## src/jacobi_stencil_solver_core_defines.svh

```systemverilog
// ----------------------------------------------------------------------------
// Jacobi stencil solver assertion macros
// Shared concurrent-assertion shorthands, clocked on clk_i, off in reset.
// ----------------------------------------------------------------------------
`ifndef JACOBI_STENCIL_SOLVER_CORE_DEFINES_SVH
`define JACOBI_STENCIL_SOLVER_CORE_DEFINES_SVH

// expr must never hold
`define JSS_ASSERT_NEVER(name, expr) \
  name: assert property (@(posedge clk_i) disable iff (!rst_ni) !(expr)) \
    else $error("jss: %s violated", "name");

// ante implies cons in the next cycle
`define JSS_ASSERT_NEXT(name, ante, cons) \
  name: assert property (@(posedge clk_i) disable iff (!rst_ni) (ante) |=> (cons)) \
    else $error("jss: %s violated", "name");

`endif

```

## src/jss_pkg.sv

```systemverilog
// ----------------------------------------------------------------------------
// Jacobi stencil solver package
// Grid geometry, fixed-point constants, command codes and the
// controller/datapath interface types.
// ----------------------------------------------------------------------------
package jss_pkg;

  localparam int MAX_WIDTH  = 32;
  localparam int MAX_HEIGHT = 32;
  localparam int FRAC_BITS  = 16;
  localparam int CELLS      = MAX_WIDTH * MAX_HEIGHT;
  localparam int COL_W      = $clog2(MAX_WIDTH);
  localparam int ROW_W      = $clog2(MAX_HEIGHT);
  localparam int IDX_W      = $clog2(CELLS);
  localparam int DATA_W     = 32;
  localparam int ACC_W      = 64;
  localparam int RES_W      = 63;
  localparam int ITER_W     = 16;
  localparam int GRID_W     = 6;
  localparam int ADDR_W     = 6;
  localparam int PDATA_W    = 64;

  localparam logic [RES_W-1:0] MAX63 = {RES_W{1'b1}};

  // command codes
  localparam logic [1:0] CMD_LOAD  = 2'd0;
  localparam logic [1:0] CMD_SOLVE = 2'd1;
  localparam logic [1:0] CMD_READ  = 2'd2;

  // register indexes (byte address / 8)
  localparam logic [2:0] REG_MAX_ITER  = 3'd0;
  localparam logic [2:0] REG_CHK_INT   = 3'd1;
  localparam logic [2:0] REG_TOL       = 3'd2;
  localparam logic [2:0] REG_GRID_W    = 3'd3;
  localparam logic [2:0] REG_GRID_H    = 3'd4;

  // stencil operand read phase of one cell
  typedef enum logic [2:0] {
    PH_CENTER,
    PH_LEFT,
    PH_RIGHT,
    PH_DOWN,
    PH_UP
  } phase_e;

  typedef struct packed {
    logic [ITER_W-1:0] max_iter;
    logic [ITER_W-1:0] chk_int;
    logic [RES_W-1:0]  tol;
    logic [GRID_W-1:0] grid_w;
    logic [GRID_W-1:0] grid_h;
  } cfg_t;

  typedef struct packed {
    logic [IDX_W-1:0]  idx;
    logic [IDX_W-1:0]  ld_idx;
    phase_e            phase;
    logic              issue;
    logic              nb_en;
    logic              clr_acc;
    logic              sum_clr;
    logic              div_start;
    logic              res_sq;
    logic              res_add;
    logic              copy_rd;
    logic              load_we;
    logic              zero_clr;
    logic              res_we;
    logic              push_rd;
    logic              push_solve;
    logic              rd_inside;
    logic [ITER_W-1:0] last_iter;
  } dp_cmd_t;

  typedef struct packed {
    logic div_done;
    logic div_busy;
    logic sum_below;
    logic out_free;
  } dp_sts_t;

  function automatic logic [IDX_W-1:0] cell_idx(logic [ROW_W-1:0] r, logic [COL_W-1:0] c);
    return IDX_W'(int'(r) * MAX_WIDTH + int'(c));
  endfunction

endpackage

```

## src/jss_ctrl.sv

```systemverilog
// ----------------------------------------------------------------------------
// Jacobi stencil solver controller
// Item intake, grid walk, sweep/check/final pass sequencing and result push.
// ----------------------------------------------------------------------------
module jss_ctrl (
  input  logic              clk_i,
  input  logic              rst_ni,
  input  jss_pkg::cfg_t     cfg_i,
  input  logic              in_valid_i,
  output logic              in_ready_o,
  input  logic [1:0]        cmd_i,
  input  logic [4:0]        col_i,
  input  logic [4:0]        row_i,
  input  jss_pkg::dp_sts_t  sts_i,
  output jss_pkg::dp_cmd_t  cmd_o
);
  import jss_pkg::*;

  typedef enum logic [3:0] {
    ST_IDLE, ST_RD_WAIT, ST_RD_PUSH, ST_S_INIT, ST_ISSUE, ST_WAIT,
    ST_DIV_GO, ST_DIV_WAIT, ST_RES_SQ, ST_RES_ADD, ST_COPY, ST_COPY_END,
    ST_PASS_END, ST_S_PUSH
  } state_e;

  state_e            state_q;
  phase_e            phase_q;
  logic              wait_q, res_pass_q, final_q, rd_inside_q;
  logic [COL_W-1:0]  col_q, wm1;
  logic [ROW_W-1:0]  row_q, hm1;
  logic [ITER_W-1:0] iter_q, chk_q, last_iter_q;

  logic              accept, inside_in, last_cell, do_check;
  logic [ITER_W:0]   iter_n, chk_n;
  logic              nb_en;

  // clamp grid size to 1..MAX
  always_comb begin
    if (cfg_i.grid_w == '0) begin
      wm1 = '0;
    end else if (int'(cfg_i.grid_w) > MAX_WIDTH) begin
      wm1 = COL_W'(MAX_WIDTH - 1);
    end else begin
      wm1 = COL_W'(cfg_i.grid_w - 1'b1);
    end
    if (cfg_i.grid_h == '0) begin
      hm1 = '0;
    end else if (int'(cfg_i.grid_h) > MAX_HEIGHT) begin
      hm1 = ROW_W'(MAX_HEIGHT - 1);
    end else begin
      hm1 = ROW_W'(cfg_i.grid_h - 1'b1);
    end
  end

  assign in_ready_o = (state_q == ST_IDLE);
  assign accept     = in_valid_i && in_ready_o;
  assign inside_in  = (int'(col_i) < MAX_WIDTH) && (int'(row_i) < MAX_HEIGHT);
  assign last_cell  = (col_q == wm1) && (row_q == hm1);
  assign iter_n     = {1'b0, iter_q} + 1'b1;
  assign chk_n      = ({1'b0, chk_q} + 1'b1 == {1'b0, cfg_i.chk_int}) ? '0
                                                                    : {1'b0, chk_q} + 1'b1;
  // residual check when iter % interval == 0, first sweep excluded
  assign do_check   = (iter_q != '0) && (cfg_i.chk_int != '0) && (chk_q == '0);

  always_comb begin
    unique case (phase_q)
      PH_CENTER: nb_en = 1'b1;
      PH_LEFT:   nb_en = (col_q != '0);
      PH_RIGHT:  nb_en = (col_q != wm1);
      PH_DOWN:   nb_en = (row_q != '0);
      PH_UP:     nb_en = (row_q != hm1);
      default:   nb_en = 1'b0;
    endcase
  end

  always_comb begin
    cmd_o            = '0;
    cmd_o.idx        = cell_idx(row_q, col_q);
    cmd_o.ld_idx     = cell_idx(ROW_W'(row_i), COL_W'(col_i));
    cmd_o.phase      = (state_q == ST_ISSUE) ? phase_q : PH_CENTER;
    cmd_o.issue      = (state_q == ST_ISSUE);
    cmd_o.nb_en      = nb_en;
    cmd_o.clr_acc    = (state_q == ST_ISSUE) && (phase_q == PH_CENTER);
    cmd_o.sum_clr    = cmd_o.clr_acc && res_pass_q && (row_q == '0) && (col_q == '0);
    cmd_o.div_start  = (state_q == ST_DIV_GO);
    cmd_o.res_sq     = (state_q == ST_RES_SQ);
    cmd_o.res_add    = (state_q == ST_RES_ADD);
    cmd_o.copy_rd    = (state_q == ST_COPY);
    cmd_o.load_we    = accept && (cmd_i == CMD_LOAD) && inside_in;
    cmd_o.zero_clr   = (state_q == ST_S_INIT);
    cmd_o.res_we     = (state_q == ST_PASS_END) && final_q;
    cmd_o.push_rd    = (state_q == ST_RD_PUSH) && sts_i.out_free;
    cmd_o.push_solve = (state_q == ST_S_PUSH) && sts_i.out_free;
    cmd_o.rd_inside  = rd_inside_q;
    cmd_o.last_iter  = last_iter_q;
  end

  always_ff @(posedge clk_i or negedge rst_ni) begin
    if (!rst_ni) begin
      state_q     <= ST_IDLE;
      phase_q     <= PH_CENTER;
      wait_q      <= 1'b0;
      res_pass_q  <= 1'b0;
      final_q     <= 1'b0;
      rd_inside_q <= 1'b0;
      col_q       <= '0;
      row_q       <= '0;
      iter_q      <= '0;
      chk_q       <= '0;
      last_iter_q <= '0;
    end else begin
      unique case (state_q)
        ST_IDLE: begin
          if (accept && cmd_i == CMD_READ) begin
            col_q       <= COL_W'(col_i);
            row_q       <= ROW_W'(row_i);
            rd_inside_q <= inside_in;
            state_q     <= ST_RD_WAIT;
          end else if (accept && cmd_i == CMD_SOLVE) begin
            state_q <= ST_S_INIT;
          end
        end
        ST_RD_WAIT: state_q <= ST_RD_PUSH;
        ST_RD_PUSH: begin
          if (sts_i.out_free) begin
            state_q <= ST_IDLE;
          end
        end
        ST_S_INIT: begin
          last_iter_q <= cfg_i.max_iter;
          iter_q      <= '0;
          chk_q       <= '0;
          col_q       <= '0;
          row_q       <= '0;
          phase_q     <= PH_CENTER;
          res_pass_q  <= (cfg_i.max_iter == '0);
          final_q     <= 1'b1;
          state_q     <= ST_ISSUE;
        end
        ST_ISSUE: begin
          unique case (phase_q)
            PH_CENTER: phase_q <= PH_LEFT;
            PH_LEFT:   phase_q <= PH_RIGHT;
            PH_RIGHT:  phase_q <= PH_DOWN;
            PH_DOWN:   phase_q <= PH_UP;
            default: begin
              wait_q  <= 1'b0;
              state_q <= ST_WAIT;
            end
          endcase
        end
        ST_WAIT: begin
          wait_q <= 1'b1;
          if (wait_q) begin
            state_q <= res_pass_q ? ST_RES_SQ : ST_DIV_GO;
          end
        end
        ST_DIV_GO: state_q <= ST_DIV_WAIT;
        ST_RES_SQ: state_q <= ST_RES_ADD;
        ST_DIV_WAIT, ST_RES_ADD: begin
          if (state_q == ST_RES_ADD || sts_i.div_done) begin
            phase_q <= PH_CENTER;
            if (last_cell) begin
              col_q   <= '0;
              row_q   <= '0;
              state_q <= res_pass_q ? ST_PASS_END : ST_COPY;
            end else begin
              if (col_q == wm1) begin
                col_q <= '0;
                row_q <= row_q + 1'b1;
              end else begin
                col_q <= col_q + 1'b1;
              end
              state_q <= ST_ISSUE;
            end
          end
        end
        ST_COPY: begin
          if (last_cell) begin
            col_q   <= '0;
            row_q   <= '0;
            state_q <= ST_COPY_END;
          end else if (col_q == wm1) begin
            col_q <= '0;
            row_q <= row_q + 1'b1;
          end else begin
            col_q <= col_q + 1'b1;
          end
        end
        ST_COPY_END, ST_PASS_END: begin
          if (state_q == ST_PASS_END && final_q) begin
            state_q <= ST_S_PUSH;
          end else if (state_q == ST_PASS_END && sts_i.sum_below) begin
            last_iter_q <= iter_n[ITER_W-1:0];
            final_q     <= 1'b1;
            state_q     <= ST_ISSUE;
          end else if (state_q == ST_COPY_END && do_check) begin
            res_pass_q <= 1'b1;
            final_q    <= 1'b0;
            state_q    <= ST_ISSUE;
          end else begin
            // next sweep, or the final residual after the last one
            iter_q     <= iter_n[ITER_W-1:0];
            chk_q      <= chk_n[ITER_W-1:0];
            res_pass_q <= !(iter_n < {1'b0, cfg_i.max_iter});
            final_q    <= 1'b1;
            state_q    <= ST_ISSUE;
          end
        end
        ST_S_PUSH: begin
          if (sts_i.out_free) begin
            state_q <= ST_IDLE;
          end
        end
        default: state_q <= ST_IDLE;
      endcase
    end
  end

endmodule

```

## config.mk

```make
export PLATFORM = sky130hd
export DESIGN_NAME = jss_ctrl
export DESIGN_NICKNAME = d
export VERILOG_FILES = /design/src/jacobi_stencil_solver_core_defines.svh /design/src/jss_pkg.sv /design/src/jss_ctrl.sv
export SDC_FILE = /design/constraint.sdc
export NUM_CORES = 1
export LEC_CHECK = 0
export ABC_CLOCK_PERIOD_IN_PS = 3100
export BUFFER_PORTS_ARGS = -buffer_cell sky130_fd_sc_hd__buf_4
export CORE_AREA = 3 3 127 98
export DETAILED_ROUTE_END_ITERATION = 6
export DIE_AREA = 0 0 130 101
export PLACE_DENSITY = 0.8
export SLEW_MARGIN = 20
export SYNTH_ARGS = -nofsm -noshare
export SYNTH_HDL_FRONTEND = slang
export SYNTH_SLANG_ARGS = --single-unit
```

## constraint.sdc

```tcl
create_clock -name clk_i -period 3.1 [get_ports clk_i]
set_clock_uncertainty 0.15 [all_clocks]
set_input_delay 0.155 -clock clk_i [delete_from_list [all_inputs] [get_ports clk_i]]
set_output_delay 0.155 -clock clk_i [all_outputs]
set_load 0.1 [all_outputs]
```

==> results by group <==
Timing
  – Min cycle time layout: 2.968 ns
  – Final period utilization: 0.9576
  – Pin slew with the least headroom to its limit: 0.8878 ns
  – Hold Fails Final Rpt: 0
  – Unrepaired setup endpoints after global routing: no
  – Setup Total Neg Slack: 0 ns
  – Worst relative slew slack: 0.4082
  – Count of final max-slew check failures: 0
  – Setup-violating endpoint count in the final report: 0
  – Peak Freq: 336.9 MHz

Layout
  – Total area of sequential cells: 0.001730 mm²
  – Area added between synthesis and finish: 24.80%
  – Footprint of the multi-input gates: 0.003717 mm²
  – Number of nets at the end of the flow: 996
  – Filler-free cell count of the finished design: 992
  – Layout filler cell count: 980
  – Final non-filler cell area: 0.007272 mm²
  – ANT cells: 0
  – Fraction of layout instances using a drive strength above 1: 0.2358

Yosys
  – Sequential cell area fraction in the yosys report: 0.2963
  – Post-synth EDFFs: 0
  – Syn_nets: 890
  – Synthesized area: 0.005827 mm²
  – Area share of and/or/nand/nor cells after synthesis: 0.2641
  – Compound-gate portion of the synthesized area: 0.2102
  – Post-synth ARST share: 1.000
  – Main area contributors after synthesis: sky130_fd_sc_hd__dfrtp_1 30%, sky130_fd_sc_hd__ha_1 5.8%, sky130_fd_sc_hd__nand2_1 5.0%
  – Largest family of logic cells by synthesized area: simple AND/OR/NAND/NOR gates
  – Post-synthesis cell type count: 74
  – Register bit count reported by yosys: 69
  – Post-Synthesis Cells: 737
  – Leading area contributor after synthesis: sky130_fd_sc_hd__dfrtp_1
  – Fraction of the mapped netlist area in adder cells: 0.05970
  – Average cell area after synthesis: 7.906 µm²
  – Yosys top cell area share: 0.2963
  – Multiplexer area fraction after synthesis: 0.01610
  – Total of warnings raised by yosys: 0
  – Synth Flop Type: sky130_fd_sc_hd__dfrtp_1
  – Area share of xor/xnor cells in the synthesized design: 0.07516

Min path
  – Origin of the worst min-delay path: cfg_i[91]
  – Path type of the worst min-delay path: input pin to flip-flop
  – Depth of the worst hold-timing path: 3

Die
  – Row cnt: 34
  – DIE AREA: 0.01313 mm²
  – Starting utilization of the core area: 0.5092
  – Width of the chip: 130 µm
  – Io pins: 180
  – Vertical die dimension: 101 µm
  – Core Box Area: 0.01144 mm²

Critical path
  – Type of the setup path with the least slack: flip-flop to flip-flop
  – R2R depth: 13
  – Launching point of the worst reg2reg path: iter_q[4]
  – Worst setup startpoint: iter_q[4]
  – Worst endpoint required time: 3.15 ns
  – Largest fanout on the critical path: 5
  – Cell repeated most along the worst path: sky130_fd_sc_hd__and3_1
  – Element type at the critical path end: flip-flop
  – Cell-by-cell trace of the critical path: and3_1 > and3_1 > and3_2 > and3_1 > xor2_1 > ha_1 > a21o_1 > a21oi_1 > nor2b_1 > o21ai_0 > nand2_1 > o21ai_0 > a31oi_1
  – Delay of the slowest critical-path stage: 0.42 ns
  – Worst-path cell with the longest stage delay: sky130_fd_sc_hd__dfrtp_1
  – Critical Path Source Type: flip-flop
  – Data arrival, critical path: 3.01 ns

Clock tree
  – Total CTS buffers: 9
  – Clock transition at the registers of the reported paths: 0.06 ns
  – Maximum clock insertion buffer count: 2
  – Number of clock sinks seen by CTS: 69
  – Clock insertion delay at the later pin of the skew report: 0.34 ns
  – Clock tree from TritonCTS: yes
  – Max H-tree Level: 3
  – Cell at the root of the clock tree: sky130_fd_sc_hd__clkbuf_16

Global route
  – Overall fraction of global-route tracks in use: 0.2574
  – Number of global-route vias before repair: 5495
  – Grt total ovfl: 0
  – Number of antenna violations at the first check in global routing: 0
  – Global-route wire length before repair: 27310 µm
  – Pin count of the biggest net entering global routing: 70

Detailed routing
  – Post-route DRC violation count: 0
  – Drt first pass iters: 4
  – Number of vias after detailed routing: 5882
  – Average via count per standard cell: 5.929
  – First DRT Iteration DRCs: 540
  – Post-DRT Antenna Nets: 0
  – Routed length per placed instance: 16.82 µm
  – Wirelength, routed: 16680 µm

Power and ir drop
  – Total power consumption of the routed design: 6213 µW
  – Pwr Density: 854.4 mW/mm²
  – P_leak: 0.003505 µW
  – Worst ir drop on vdd: 0.0004975 V

Place
  – Placed instance area: 0.006843 mm²
  – Routability cong.: 0.9357
  – Count of input and output buffers: 115
  – Number of placed cells counting well taps: 964
  – Total half-perimeter wirelength after legalization and detailed placement: 12660 µm

Job
  – Max-cap check violation count: 0

Outcome
  – Outcome: finished clean
## final cells by class
| type | count | area share |
|---|---|---|
| Multi-Input combinational cell | 564 | 0.5112 |
| Sequential cell | 69 | 0.2380 |
| Inverter | 46 | 0.02374 |
| Tap cell | 144 | 0.02478 |
| Clock buffer | 9 | 0.03097 |
| Clock inverter | 7 | 0.01015 |
| Timing Repair Buffer | 153 | 0.1612 |
## cell usage after synthesis (all sizes together), types with 19 or more instances
library cell	instances
nand2	78
dfrtp	69
o21ai	59
nor2	55
inv	46
a21oi	42
clkbuf	33
nand3	30
xnor2	30
ha	27
buf	25
a21o	20
xor2	20
nor3	19
nor4	19
## worst max-delay path: cells and delay by family, from the launching register on
family                     cells  cell delay (ns)
AOI/OAI and AO/OA              5             0.84
xor gates and xnor gates       1             0.19
adders and majority gates      1             0.27
DFF                            1             0.42
and+or+nand+nor                6             0.96
## layer usage
metal | up-vias | track usage | wire (µm)
li1 | 2823 | - | -
met1 | 2818 | 0.3836 | 7705
met2 | 226 | 0.3925 | 7626
met3 | 15 | 0.04131 | 1201
met4 | 0 | 0.05751 | 148
met5 | - | 0 | 0
## final timing paths
kind | end | slack, ns
max | res_pass_q | 0.13
min | last_iter_q[0] | 0.02
max reg2reg | res_pass_q | 0.13
min reg2reg | last_iter_q[8] | 0.33
max in group asynchronous | col_q[2] | 1.82
min in group asynchronous | iter_q[11] | 0.36
## placed cells by master, fill, tap and decap left out, drive strengths merged, types with 6 or more instances in the layout
cell type,n
nand2b,7
nand4,12
and3,16
nand3,30
dfrtp,69
o31ai,9
nor2,55
a21o,20
dlygate4sd3,8
inv,48
buf,145
clkbuf,9
xnor2,30
a31oi,7
o21ai,59
a21oi,42
nor2b,7
ha,27
nor4,19
xor2,20
nor3,19
nand2,78
nor3b,10
mux2i,6
## flip-flops by register name, summed over array words and instances, names as in the netlist
| signal | cells |
|---|---|
| iter_q | 16 |
| last_iter_q | 16 |
| res_pass_q | 1 |
| chk_q | 16 |
| rd_inside_q | 1 |
| wait_q | 1 |
| final_q | 1 |
| row_q | 5 |
| phase_q | 3 |
| col_q | 5 |
| state_q | 4 |
## metrics by stage
step,utilization,hold WS (ns),setup WS [ns]
after floorplan,-,-0.2906,-0.6228
after global routing,0.6355,0.02842,0.007853
final,0.6355,0.01656,0.1315
after detailed placement,0.5980,0.1938,0.1045
after global placement,0.5980,0.1826,0.1810
after CTS,0.6311,0.001147,0.006967
## cell families after synthesis
| family | Yosys count |
|---|---|
| AOI/OAI and AO/OA | 189 |
| xor gates and xnor gates | 50 |
| adders and majority gates | 28 |
| buffers and inverters | 104 |
| muxes | 9 |
| DFF | 69 |
| and+or+nand+nor | 288 |
## power breakdown
group	total, µW	switching [µW]	leakage (µW)	internal (µW)
registers	1430	294	0.000900	1140
logic	3740	2710	0.00246	1030
clock network	1040	418	0.000146	627
## what timing repair did
action / 4_1_cts / 5_1_grt
setup buffers: 0 / 4
resized for setup: 0 / 5
setup endpoints to repair: 0 / 12
endpoints found under the hold margin: 76 / 0
hold buffers: 8 / 0
(Power assumes the default switching activity.)
